--- src/sv/lte_pkg.sv ---
// ---------------------------------------------------------------------------
// lte_pkg
// Shared types and constants for the lease table engine.
// ---------------------------------------------------------------------------
package lte_pkg;

  localparam int unsigned MaxLeasesDef = 64;
  localparam int unsigned MacW   = 48;
  localparam int unsigned TimeW  = 32;
  localparam int unsigned StW    = 2;
  localparam int unsigned SlotW  = 6;
  localparam int unsigned CntW   = 7;
  localparam int unsigned SecW   = 23;
  localparam int unsigned CfgW   = 32;
  localparam int unsigned CfgIdxW = 2;

  localparam logic [2:0] CmdFind  = 3'd0;
  localparam logic [2:0] CmdWrite = 3'd1;
  localparam logic [2:0] CmdSwap  = 3'd2;
  localparam logic [2:0] CmdClear = 3'd3;
  localparam logic [2:0] CmdRead  = 3'd4;

  localparam logic [CfgIdxW-1:0] RegLeaseCount  = 2'd0;
  localparam logic [CfgIdxW-1:0] RegServerIp    = 2'd1;
  localparam logic [CfgIdxW-1:0] RegSubnetMask  = 2'd2;
  localparam logic [CfgIdxW-1:0] RegStartOffset = 2'd3;

  // One table entry as it travels around the ring.
  typedef struct packed {
    logic [MacW-1:0]         mac;
    logic signed [TimeW-1:0] expiry;
    logic [StW-1:0]          st;
  } entry_t;

  // Per-cycle control broadcast to every cell.
  typedef struct packed {
    logic shift;     // rotate ring by one
    logic age;       // clear state of expired entries at head
    logic load;      // replace head entry with wdata
    entry_t wdata;
    logic signed [TimeW-1:0] now;
  } cell_ctl_t;

endpackage

--- src/sv/lte_cell.sv ---
// ---------------------------------------------------------------------------
// lte_cell
// One ring stage holding one table entry.
// ---------------------------------------------------------------------------
module lte_cell
  import lte_pkg::*;
(
  input  logic      clk_i,
  input  logic      rst_ni,
  input  cell_ctl_t ctl_i,
  input  logic      is_head_i,
  input  entry_t    prev_i,
  output entry_t    ent_o
);

  entry_t ent_q, ent_d;

  always_comb begin
    ent_d = ent_q;
    if (ctl_i.shift) begin
      ent_d = prev_i;
      if (is_head_i && ctl_i.age && prev_i.mac != '0 && prev_i.expiry < ctl_i.now) begin
        ent_d.st = '0;
      end
      if (is_head_i && ctl_i.load) begin
        ent_d = ctl_i.wdata;
      end
    end
  end

  always_ff @(posedge clk_i or negedge rst_ni) begin
    if (!rst_ni) begin
      ent_q <= '0;
    end else begin
      ent_q <= ent_d;
    end
  end

  assign ent_o = ent_q;

endmodule

--- config.mk ---
export PLATFORM = sky130hd
export DESIGN_NAME = lte_cell
export DESIGN_NICKNAME = d
export VERILOG_FILES = /design/src/sv/lte_pkg.sv /design/src/sv/lte_cell.sv
export SDC_FILE = /design/constraint.sdc
export NUM_CORES = 1
export LEC_CHECK = 0
export BUFFER_PORTS_ARGS = -buffer_cell sky130_fd_sc_hd__buf_2
export CAP_MARGIN = 20
export CORE_ASPECT_RATIO = 1.2
export CORE_MARGIN = 4
export CORE_UTILIZATION = 40
export CTS_CLUSTER_SIZE = 25
export DETAILED_ROUTE_END_ITERATION = 8
export PLACE_DENSITY = 0.75
export RECOVER_POWER = 50
export SYNTH_ARGS = -nofsm -noshare
export SYNTH_HDL_FRONTEND = slang
export SYNTH_SLANG_ARGS = --single-unit
export TNS_END_PERCENT = 5
--- constraint.sdc ---
create_clock -name clk_i -period 0.8 [get_ports clk_i]
set_clock_uncertainty 0.1 [all_clocks]
set_input_delay 0.12 -clock clk_i [delete_from_list [all_inputs] [get_ports clk_i]]
set_output_delay 0.12 -clock clk_i [all_outputs]
set_load 0.02 [all_outputs]
-- After elaboration in Yosys (flattened, before gate mapping)
Cells that the tools add are included.
- order comparisons: 1
- mux-type cells: 2
- reductions and logical operators: 5
- operators with widths (operator ; count):
    2-to-1 mux 82 bit ; 1
    nonzero test 48 bit ; 1
    less-than comparator 32 bit ; 1
    logical AND 1 bit ; 4
    2-to-1 mux 2 bit ; 1
- flip-flop bits (word level): 82
- input port bits: 202
- output and inout port bits: 82
- word-level logic and storage cells: 11

-- Depth between registers and ports, before layout
- word-level depth: 5
- depth in mapped cells: 8
- depth with buffers taken out: 8

-- Worst setup path after synthesis
Ideal clock, no wire load.
- kind: input -> register
- start: input ctl_i[31] in the netlist's numbering
- end: register ent_q, in the netlist ent_o[0]
- arrival time: 1.655 ns
- setup slack: -1.044 ns
- stages: 8
- path buffers: 0
- cells stage by stage: inv_1 ha_1 nand4_2 or4_4 nor2_2 o2bb2ai_1 o211ai_2 a41oi_1
- longest elaborated chain between the ends: 4
- RTL lines (what ; RTL line ; source):
    from (decl) ; lte_cell.sv:10 ; input cell_ctl_t ctl_i,
    less-than comparator 32 bit ; lte_cell.sv:22 ; if (is_head_i && ctl_i.age && prev_i.mac != '0 && prev_i.expiry < ctl_i.now) begin
    logical AND 1 bit ; lte_cell.sv:22 ;
    2-to-1 mux 2 bit ; lte_cell.sv:22 ;
    2-to-1 mux 82 bit ; lte_cell.sv:25 ; if (is_head_i && ctl_i.load) begin
    to (signal assigned) ; lte_cell.sv:35 ; ent_q <= ent_d;
    to (decl) ; lte_cell.sv:16 ; entry_t ent_q, ent_d;
Every way passes these cells.
A chain may end at the register's enable or synchronous reset.

-- Final worst setup path
- start: input prev_i[25] in the netlist's numbering
- end: register ent_q, in the netlist ent_o[1]
- longest elaborated chain between the ends: 4
- RTL lines (what ; RTL line ; source):
    from (decl) ; lte_cell.sv:12 ; input entry_t prev_i,
    less-than comparator 32 bit ; lte_cell.sv:22 ;
    logical AND 1 bit ; lte_cell.sv:22 ;
    2-to-1 mux 2 bit ; lte_cell.sv:22 ;
    2-to-1 mux 82 bit ; lte_cell.sv:25 ;
Every way passes these cells.

==> out/results.txt <==
status = complete, but fails checks
failing checks = hold timing, setup timing
Synth area leaders = dfrtp_1, mux2i_1, a21oi_1, ha_1, nor2_1
Setup violations, final = 92
Post-synth EDFFs = 0
Mapped Nets = 724
post-route minimum period = 1.54 ns
CP Data Required Time = 0.94 ns
Slew HR = 0.723
Syn. warnings = 0
remaining antenna violation count after routing = 0
hold depth = 3
VDD IR max = 929 uV
worst setup margin = -0.742 ns
Top Ports = 284
die footprint = 13500 sq um
Core Region = 11200 sq um
FF-to-FF path depth = 2
fin. max-slew vios = 0
max cap viols = 0
dpl hpwl = 12600 um
CTS tree = built
CP max stage cell = or4_4
Final Hold Vio Count = 22
CTS max path bufs = 2
Diodes inserted = 0
die height = 126 um
layout cells sized above 1 = 0.488
flops & latches, synth = 82
Synth top area share = 0.440
commonest non-fill, non-tap cell in the layout = buf_2
critical path type = input pin to register
Worst setup SP type = input pin
drt total wl = 16300 um
FFs w/ async S/R, synth = 1.00
main flop type after synthesis = dfrtp_1
CP peak stage delay = 0.58 ns
hold crit path type = input pin to register
most frequent cells in the layout = buf_2, a21oi_1, dfrtp_1, nor2_1, mux2i_1
gr ovfl total = 0
Root Buffer = clkbuf_16
Seq/Total Area, Yosys = 0.440
register cell area after layout = 2050 sq um
initial antenna violation count = 1
initial core utilization = 0.417
Finished Core Util = 0.681
multi-input logic area = 2660 sq um
WL per Instance = 16.7 um
1st-pass router iterations = 4
# DRC = 0
Cells after Synth = 491
clock slew at reported path FFs = 0.06 ns
clock sink total = 82
Worst-Margin Slew = 0.409 ns
Fmax = 648 MHz
I/O Buffers = 283
synth-to-layout area growth = 63.5%
Setup TNS = -25.54 ns
total power = 13.1 mW
fin crit share = 1.93
hold_ws = -0.0184 ns
Setup crit end kind = register
first-pass GRT wire length = 25100 um
NumNets Final = 1048
vias in the first global route = 5115
vias per cell = 5.02
initial DRC count = 180
cts bufs inserted = 9
worst skew pair latency = 0.33 ns
gp weighted congestion = 0.851
Crit Path Max Fanout = 2
max reg flops = 82
P per Cell Area = 1710 nW/um^2
H-tree Lvls = 3
syn avg cell area = 9.50 sq um
Yosys top cell by area = dfrtp_1
RSZ-0062 raised after global routing = true
largest net degree at the start of global routing = 51
Filler cells = 850
crit path DAT = 1.69 ns
FP Rows = 42
post-synth design cell area = 4660 sq um
post-synthesis cell type count = 31
Leak = 4.02 nW
# hold bufs at CTS = 1
Die Width = 107 um
detailed-route via count = 4894
Critical Path, Cell by Cell = buf_8 > ha_4 > nand4_1 > or4_4 > nor2_4 > o2bb2ai_2 > o211ai_2 > a41oi_2
GRT Total Usage = 0.235
synth_stat cells (4+ instances only):
| library cell | number |
|---|---|
| a21oi_1 | 93 |
| and4_1 | 5 |
| buf_2 | 8 |
| clkbuf_1 | 19 |
| dfrtp_1 | 82 |
| ha_1 | 31 |
| inv_1 | 34 |
| mux2i_1 | 80 |
| nand2_1 | 10 |
| nand3_1 | 4 |
| nand4_1 | 4 |
| nor2_1 | 82 |
| nor4_1 | 12 |
| o21ai_0 | 6 |
per-layer routing:
metal,vias to the layer above,track usage,wire length (um)
met4,2,0.0752,386
met2,215,0.431,8690
met1,2254,0.263,5900
met3,37,0.0594,1280
li1,2386,-,-
met5,-,0,13
logic make-up (layout without fill, tap and decap cells):
family | after synthesis | in the layout | synth area share
DFF | 82 | 82 | 0.440
AOI/OAI and AO/OA | 113 | 113 | 0.133
muxes | 80 | 80 | 0.172
and+or+nand+nor | 124 | 124 | 0.121
adders and majority gates | 31 | 31 | 0.0832
buffers and inverters | 61 | 390 | 0.0512
cell type report:
class,instances,share of cell area
inverter,34,0.0190
timing repair buffer,340,0.296
tap,154,0.0253
multi-input combinational,348,0.349
clock inverter,5,0.0102
sequential,82,0.269
clock buffer,11,0.0318
path summary, 6_finish.rpt:
| kind | slack (ns) | to | start |
|---|---|---|---|
| setup / recovery | -0.74 | ent_o[1] | prev_i[25] |
| min in group asynchronous | 0.27 | ent_o[25] | rst_ni |
| setup reg to reg | -0.14 | ent_o[1] | ent_o[1] |
| hold / removal | -0.02 | ent_o[30] | ctl_i[62] |
| hold reg to reg | 0.42 | ent_o[76] | ent_o[76] |
| max in group asynchronous | 0.08 | ent_o[63] | rst_ni |
power breakdown:
part           total [mW]  internal, mW  switching [mW]
clock network        4.41          2.81            1.61
logic                3.78          1.80            1.98
registers            4.88          4.59           0.288
worst max-delay path: cells and delay by family:
kind | cells | cell delay [ns]
adders and majority gates | 1 | 0.26
AOI/OAI and AO/OA | 3 | 0.37
and+or+nand+nor | 3 | 0.83
buffers and inverters | 1 | 0.10
stage by stage:
step | setup WS (ns) | std cells | cell area [sq um] | hold slack, ns
2_1_floorplan | -0.920 | 491 | 4810 | -0.276
3_3_place_gp | -1.23 | 951 | 6740 | 0.0149
4_1_cts | -0.744 | 972 | 7480 | -0.0299
6_report | -0.742 | 974 | 7620 | -0.0184
5_1_grt | -0.831 | 974 | 7620 | -0.0209
3_5_place_dp | -1.24 | 951 | 6740 | 0.0129
repair_timing:
action	in CTS	in global routing
pin swaps	23	13
setup buffers	4	2
resized for setup	88	40
hold endpoints to repair	129	6
endpoints found under the setup margin	149	126
No activity file was read; power rests on OpenSTA's default activity.
