[src/sv/lte_pkg.sv]
// ---------------------------------------------------------------------------
// lte_pkg
// Shared types and constants for the lease table engine.
// ---------------------------------------------------------------------------
package lte_pkg;

  localparam int unsigned MaxLeasesDef = 64;
  localparam int unsigned MacW   = 48;
  localparam int unsigned TimeW  = 32;
  localparam int unsigned StW    = 2;
  localparam int unsigned SlotW  = 6;
  localparam int unsigned CntW   = 7;
  localparam int unsigned SecW   = 23;
  localparam int unsigned CfgW   = 32;
  localparam int unsigned CfgIdxW = 2;

  localparam logic [2:0] CmdFind  = 3'd0;
  localparam logic [2:0] CmdWrite = 3'd1;
  localparam logic [2:0] CmdSwap  = 3'd2;
  localparam logic [2:0] CmdClear = 3'd3;
  localparam logic [2:0] CmdRead  = 3'd4;

  localparam logic [CfgIdxW-1:0] RegLeaseCount  = 2'd0;
  localparam logic [CfgIdxW-1:0] RegServerIp    = 2'd1;
  localparam logic [CfgIdxW-1:0] RegSubnetMask  = 2'd2;
  localparam logic [CfgIdxW-1:0] RegStartOffset = 2'd3;

  // One table entry as it travels around the ring.
  typedef struct packed {
    logic [MacW-1:0]         mac;
    logic signed [TimeW-1:0] expiry;
    logic [StW-1:0]          st;
  } entry_t;

  // Per-cycle control broadcast to every cell.
  typedef struct packed {
    logic shift;     // rotate ring by one
    logic age;       // clear state of expired entries at head
    logic load;      // replace head entry with wdata
    entry_t wdata;
    logic signed [TimeW-1:0] now;
  } cell_ctl_t;

endpackage

[src/sv/lte_div.sv]
// ---------------------------------------------------------------------------
// lte_div
// Divide of a 32-bit magnitude by 1000 via registered reciprocal multiply.
// ---------------------------------------------------------------------------
module lte_div
  import lte_pkg::*;
(
  input  logic            clk_i,
  input  logic            rst_ni,
  input  logic            go_i,
  input  logic [TimeW:0]  num_i,
  output logic            done_o,
  output logic [SecW-1:0] quo_o
);

  localparam int unsigned NumW  = TimeW + 1;
  localparam int unsigned RecW  = 29;
  localparam int unsigned ProdW = NumW + RecW;
  // ceil(2^38 / 1000); exact floor for every magnitude below 2^32
  localparam logic [RecW-1:0] Recip = 29'd274877907;
  localparam int unsigned     Shift = 38;

  logic [NumW-1:0]  num_q;
  logic [ProdW-1:0] prod_q;
  logic             vld_q, done_q;

  always_ff @(posedge clk_i or negedge rst_ni) begin
    if (!rst_ni) begin
      vld_q  <= 1'b0;
      done_q <= 1'b0;
    end else begin
      vld_q  <= go_i;
      done_q <= vld_q;
    end
  end

  // stage 1 holds the operand, stage 2 the product
  always_ff @(posedge clk_i) begin
    if (go_i) num_q <= num_i;
    if (vld_q) prod_q <= ProdW'(num_q) * ProdW'(Recip);
  end

  assign done_o = done_q;
  assign quo_o  = prod_q[Shift +: SecW];

endmodule

[config.mk]
export PLATFORM = sky130hd
export DESIGN_NAME = lte_div
export DESIGN_NICKNAME = d
export VERILOG_FILES = /design/src/sv/lte_pkg.sv /design/src/sv/lte_div.sv
export SDC_FILE = /design/constraint.sdc
export NUM_CORES = 1
export LEC_CHECK = 0
export ABC_AREA = 1
export BUFFER_PORTS_ARGS = -buffer_cell sky130_fd_sc_hd__buf_4
export CELL_PAD_IN_SITES_DETAIL_PLACEMENT = 1
export CELL_PAD_IN_SITES_GLOBAL_PLACEMENT = 2
export CORE_MARGIN = 3
export CORE_UTILIZATION = 37
export DETAILED_ROUTE_END_ITERATION = 10
export GPL_ROUTABILITY_DRIVEN = 0
export PLACE_DENSITY_LB_ADDON = 0.1
export SLEW_MARGIN = 20
export SYNTH_ARGS = -nofsm -noshare
export SYNTH_HDL_FRONTEND = slang
export SYNTH_SLANG_ARGS = --single-unit
[constraint.sdc]
create_clock -name clk_i -period 5.7 [get_ports clk_i]
set_input_delay 0.57 -clock clk_i [delete_from_list [all_inputs] [get_ports clk_i]]
set_output_delay 0.57 -clock clk_i [all_outputs]
set_load 0.005 [all_outputs]
# Word level (Yosys, flattened, before mapping)
# Cells that the tools add are included.
# classes
n_addsub	0
multipliers	1
div_mod_pow	0
n_lt_le_gt_ge	0
n_eq_ne	0
shift	0
n_mux	0
bitwise_logic	0
n_reduce_logical	0
# ops
op	count
multiplier 33 x 29 -> 61 bit, second input constant	1
# word_totals
register_bits	96
latch_bits	0
ram_bits	0
mem_bits_ro	0
input_bits	36
word_cells	5
mem_count	0

# Logic depth before layout (Yosys ltp)
# logic_depth
ltp_word	1
depth_mapped	27
depth_no_buf	27

# Worst setup path after synthesis
# OpenSTA, ideal clock, no wires.
# synth_timing
path_kind	register to register
from	register num_q[8]
to	register prod_q[40], data pin
arrival_ns	5.490
t_required_ns	5.448
slack_ns	-0.042
stages_incl_launch_ff	25
synth_period_minus_slack_ns	5.742
path_cell_list	edfxtp_1 -> ha_1 -> fa_1 -> fa_1 -> inv_1 -> fa_1 -> inv_1 -> fa_1 -> inv_1 -> fa_1 -> inv_1 -> fa_1 -> inv_1 -> fa_1 -> inv_1 -> ha_1 -> nand2_1 -> nor2_1 -> nand2_1 -> nor2_1 -> nand2_1 -> nand3_1 -> nand3_1 -> nand3_1 -> nand2_1
# synth_between
elab_chain_len	1
# synth_lines
element	line	rtl
start, declared	lte_div.sv:23	logic [NumW-1:0] num_q;
start signal, assigned	lte_div.sv:39	if (go_i) num_q <= num_i;
multiplier 33 x 29 -> 61 bit	lte_div.sv:40	if (vld_q) prod_q <= ProdW'(num_q) * ProdW'(Recip);
end signal, assigned	lte_div.sv:40	
end, declared	lte_div.sv:24	logic [ProdW-1:0] prod_q;
# Every way passes these cells.
# A chain may end at the register's enable or synchronous reset.

# Worst setup path in the final report
# layout_timing
from	register num_q[6]
to	register prod_q[39], data pin
# Same word-level chain as after synthesis.

==> flow_metrics.env <==
export IMPL_run_status="complete, but fails checks"
export IMPL_violations="setup timing"
export IMPL_cts_sinks=58
export IMPL_synth_xor_area_share_pct=0.0461
export IMPL_drcViolationCount=0
export IMPL_clockBufferDepth=2
export IMPL_synth_edff_count=56
export IMPL_timing_rr_start="num_q[6]$_DFFE_PP_"
export IMPL_worst_path_buf_inv=8
export IMPL_cts_buffers=9
export IMPL_syn_avg_cell_area_um2=8.22
export IMPL_synth_area_leaders="fa_1, ha_1, inv_1, nand2_1, edfxtp_1"
export IMPL_ys_types=29
export IMPL_drive_gt1_share_pct=29.3
export IMPL_synth_fa_ha_area_share_pct=58.6
export IMPL_hold_path_class="in -> reg"
export IMPL_synth_top_family_by_area="adder cells"
export IMPL_setup_viol=23
export IMPL_io_buffers=59
export IMPL_hold_viol=0
export IMPL_synth_top_cell_area_share_pct=32.6
export IMPL_grt_max_degree=35
export IMPL_syn_inst=2310
export IMPL_die_height_um=233
export IMPL_fin_ws_ns=-0.431
export IMPL_critical_path_startpoint="num_q[6]$_DFFE_PP_"
export IMPL_h_tree_depth=3
export IMPL_die_area_um2=54100
export IMPL_first_global_vias=17900
export IMPL_cts_root_buf="clkbuf_16"
export IMPL_grtUsageTotal_pct=25.4
export IMPL_via_count=15400
export IMPL_dp_hpwl_mm=56.5
export IMPL_wl_per_cell_um=19.6
export IMPL_finClkSkew_ns=0.0202
export IMPL_wirelength_mm=65.4
export IMPL_nNetsFinal=3408
export IMPL_viasPerCell=4.60
export IMPL_drt_initial_drc_count=549
export IMPL_yosysMostFrequentCell="inv_1"
export IMPL_timing_fmax_mhz=163
export IMPL_die_w_um=233
export IMPL_worstMarginPinSlew_ns=0.645
export IMPL_critical_path_required_ns=5.83
export IMPL_critPathSlowestCell="fa_2"
export IMPL_maxSlewHeadroom_pct=56.7
export IMPL_netlist_area_um2=19000
export IMPL_rsz0062_at_grt="true"
export IMPL_io_pins=60
export IMPL_yosys_top_cells_count="inv_1, nand2_1, ha_1"
export IMPL_worstSetupStartpointType="flop"
export IMPL_path_max_fanout=4
export IMPL_clock_latency_ns=0.39
export IMPL_n_fill_cell=5890
export IMPL_muxShareOfSynthArea_pct=0
export IMPL_crit_path_end_kind="flop"
export IMPL_synth_top_area_cell="fa_1"
export IMPL_cpMostUsedCell="fa_1"
export IMPL_cts_tree="done"
export IMPL_start_util_pct=37.7
export IMPL_ys_dominant_reg_cell="edfxtp_1"
export IMPL_slowest_delay_ns=0.58
export IMPL_critPathArrivalTime_ns=6.26
export IMPL_hp_start="num_i[5]"
export IMPL_synth_compound_area_share_pct=1.00
export IMPL_synthArstFlopShare_pct=3.45
export IMPL_synth_simple_area_share_pct=15.4
export IMPL_yosys_warnings=0
export IMPL_rows=82
export IMPL_syn_nets=3050
export IMPL_drv_cap=0
export IMPL_grt_ovfl_total=0
export IMPL_synthToLayoutAreaGrowth_pct=30.6
export IMPL_whs_ns=0.355
export IMPL_critPathTopFamily="adder cells"
export IMPL_dr_pass1_iters=4
export IMPL_postRouteAntennaNets=0
export IMPL_grt_pass1_wl_mm=102
export IMPL_fin_crit_sh_pct=108
export IMPL_path_clk_slew_ns=0.08
export IMPL_grt_antenna_before_repair=0
export IMPL_maxSlewViolCount=0
export IMPL_post_route_min_period_ns=6.13
export IMPL_core_area_um2=50400
export IMPL_yosysSeqAreaShare_pct=9.12
export IMPL_criticalPathCategory="reg -> reg"
export IMPL_synth_seq_cells=58
export IMPL_diodes=0
## layer usage
metal	part of all wire, %	global-route usage [%]	vias up
li1	-	-	7470
met2	50	45.2	199
met3	2.7	2.96	102
met1	44	31.8	7625
met5	0	0	-
met4	3.3	8.43	0
## state kept, by name, indices dropped and copies added (netlist names)
name	count
prod_q	23
done_o	1
vld_q	1
num_q	33
## logic make-up (layout without fill, tap and decap cells)
family	Yosys count	after routing
AOI/OAI and AO/OA	36	36
xor gates and xnor gates	1	1
adders and majority gates	704	704
buffers and inverters	802	1165
DFF	58	58
and+or+nand+nor	709	709
## per-stage QoR
stage	area, um^2	setup WS [ns]	TNS [ns]	instances	util [%]
floorplan	19000	-0.0168	-0.0168	2310	-
global placement	21900	-0.675	-12.25	3249	43.4
detailed placement	21900	-0.727	-14.08	3249	43.4
CTS	23700	-0.411	-7.76	3322	47.0
global route	24800	-0.613	-12.54	3345	49.2
finish	24800	-0.431	-8.09	3345	49.2
## final timing paths
| check | endpoint | slack [ns] | cells after the start |
|---|---|---|---|
| worst max-delay path | prod_q[39]$_DFFE_PP_ | -0.43 | 26 |
| worst min-delay path | num_q[5]$_DFFE_PP_ | 0.36 | 1 |
| worst max register to register | prod_q[39]$_DFFE_PP_ | -0.43 | 26 |
| worst min register to register | done_o$_DFF_PN0_ | 0.71 | 1 |
| max in group asynchronous | vld_q$_DFF_PN0_ | 5.11 | 2 |
| min in group asynchronous | done_o$_DFF_PN0_ | 0.51 | 2 |
## cells in the final DEF (no fill, tap or decap), types with 29 or more instances in the layout
master	n
nor2_1	47
edfxtp_1	56
fa_1	280
ha_1	338
nand2_2	114
inv_1	726
nand3_1	29
buf_4	300
buf_6	45
nand2_1	361
fa_2	29
inv_2	73
nand2_4	48
ha_4	53
nor2_4	29
## layout make-up
class	count	area, um^2	area share [%]
Clock buffer	9	225	0.908
Clock inverter	7	103	0.414
Inverter	802	3020	12.2
Multi-Input combinational cell	1450	16100	64.9
Sequential cell	58	1730	6.99
Tap cell	672	841	3.39
Timing Repair Buffer	347	2790	11.3
## repair_timing
item / 4_1_cts / 5_1_grt
hold endpoints to repair: 2 / 0
setup buffers: 56 / 24
setup endpoints to repair: 23 / 23
resized for setup: 234 / 277
hold buffers: 1 / 0
pin swaps: 101 / 154
Power is not shown: default switching activity piles up to over one toggle a cycle in this logic, so the estimate is an artifact.
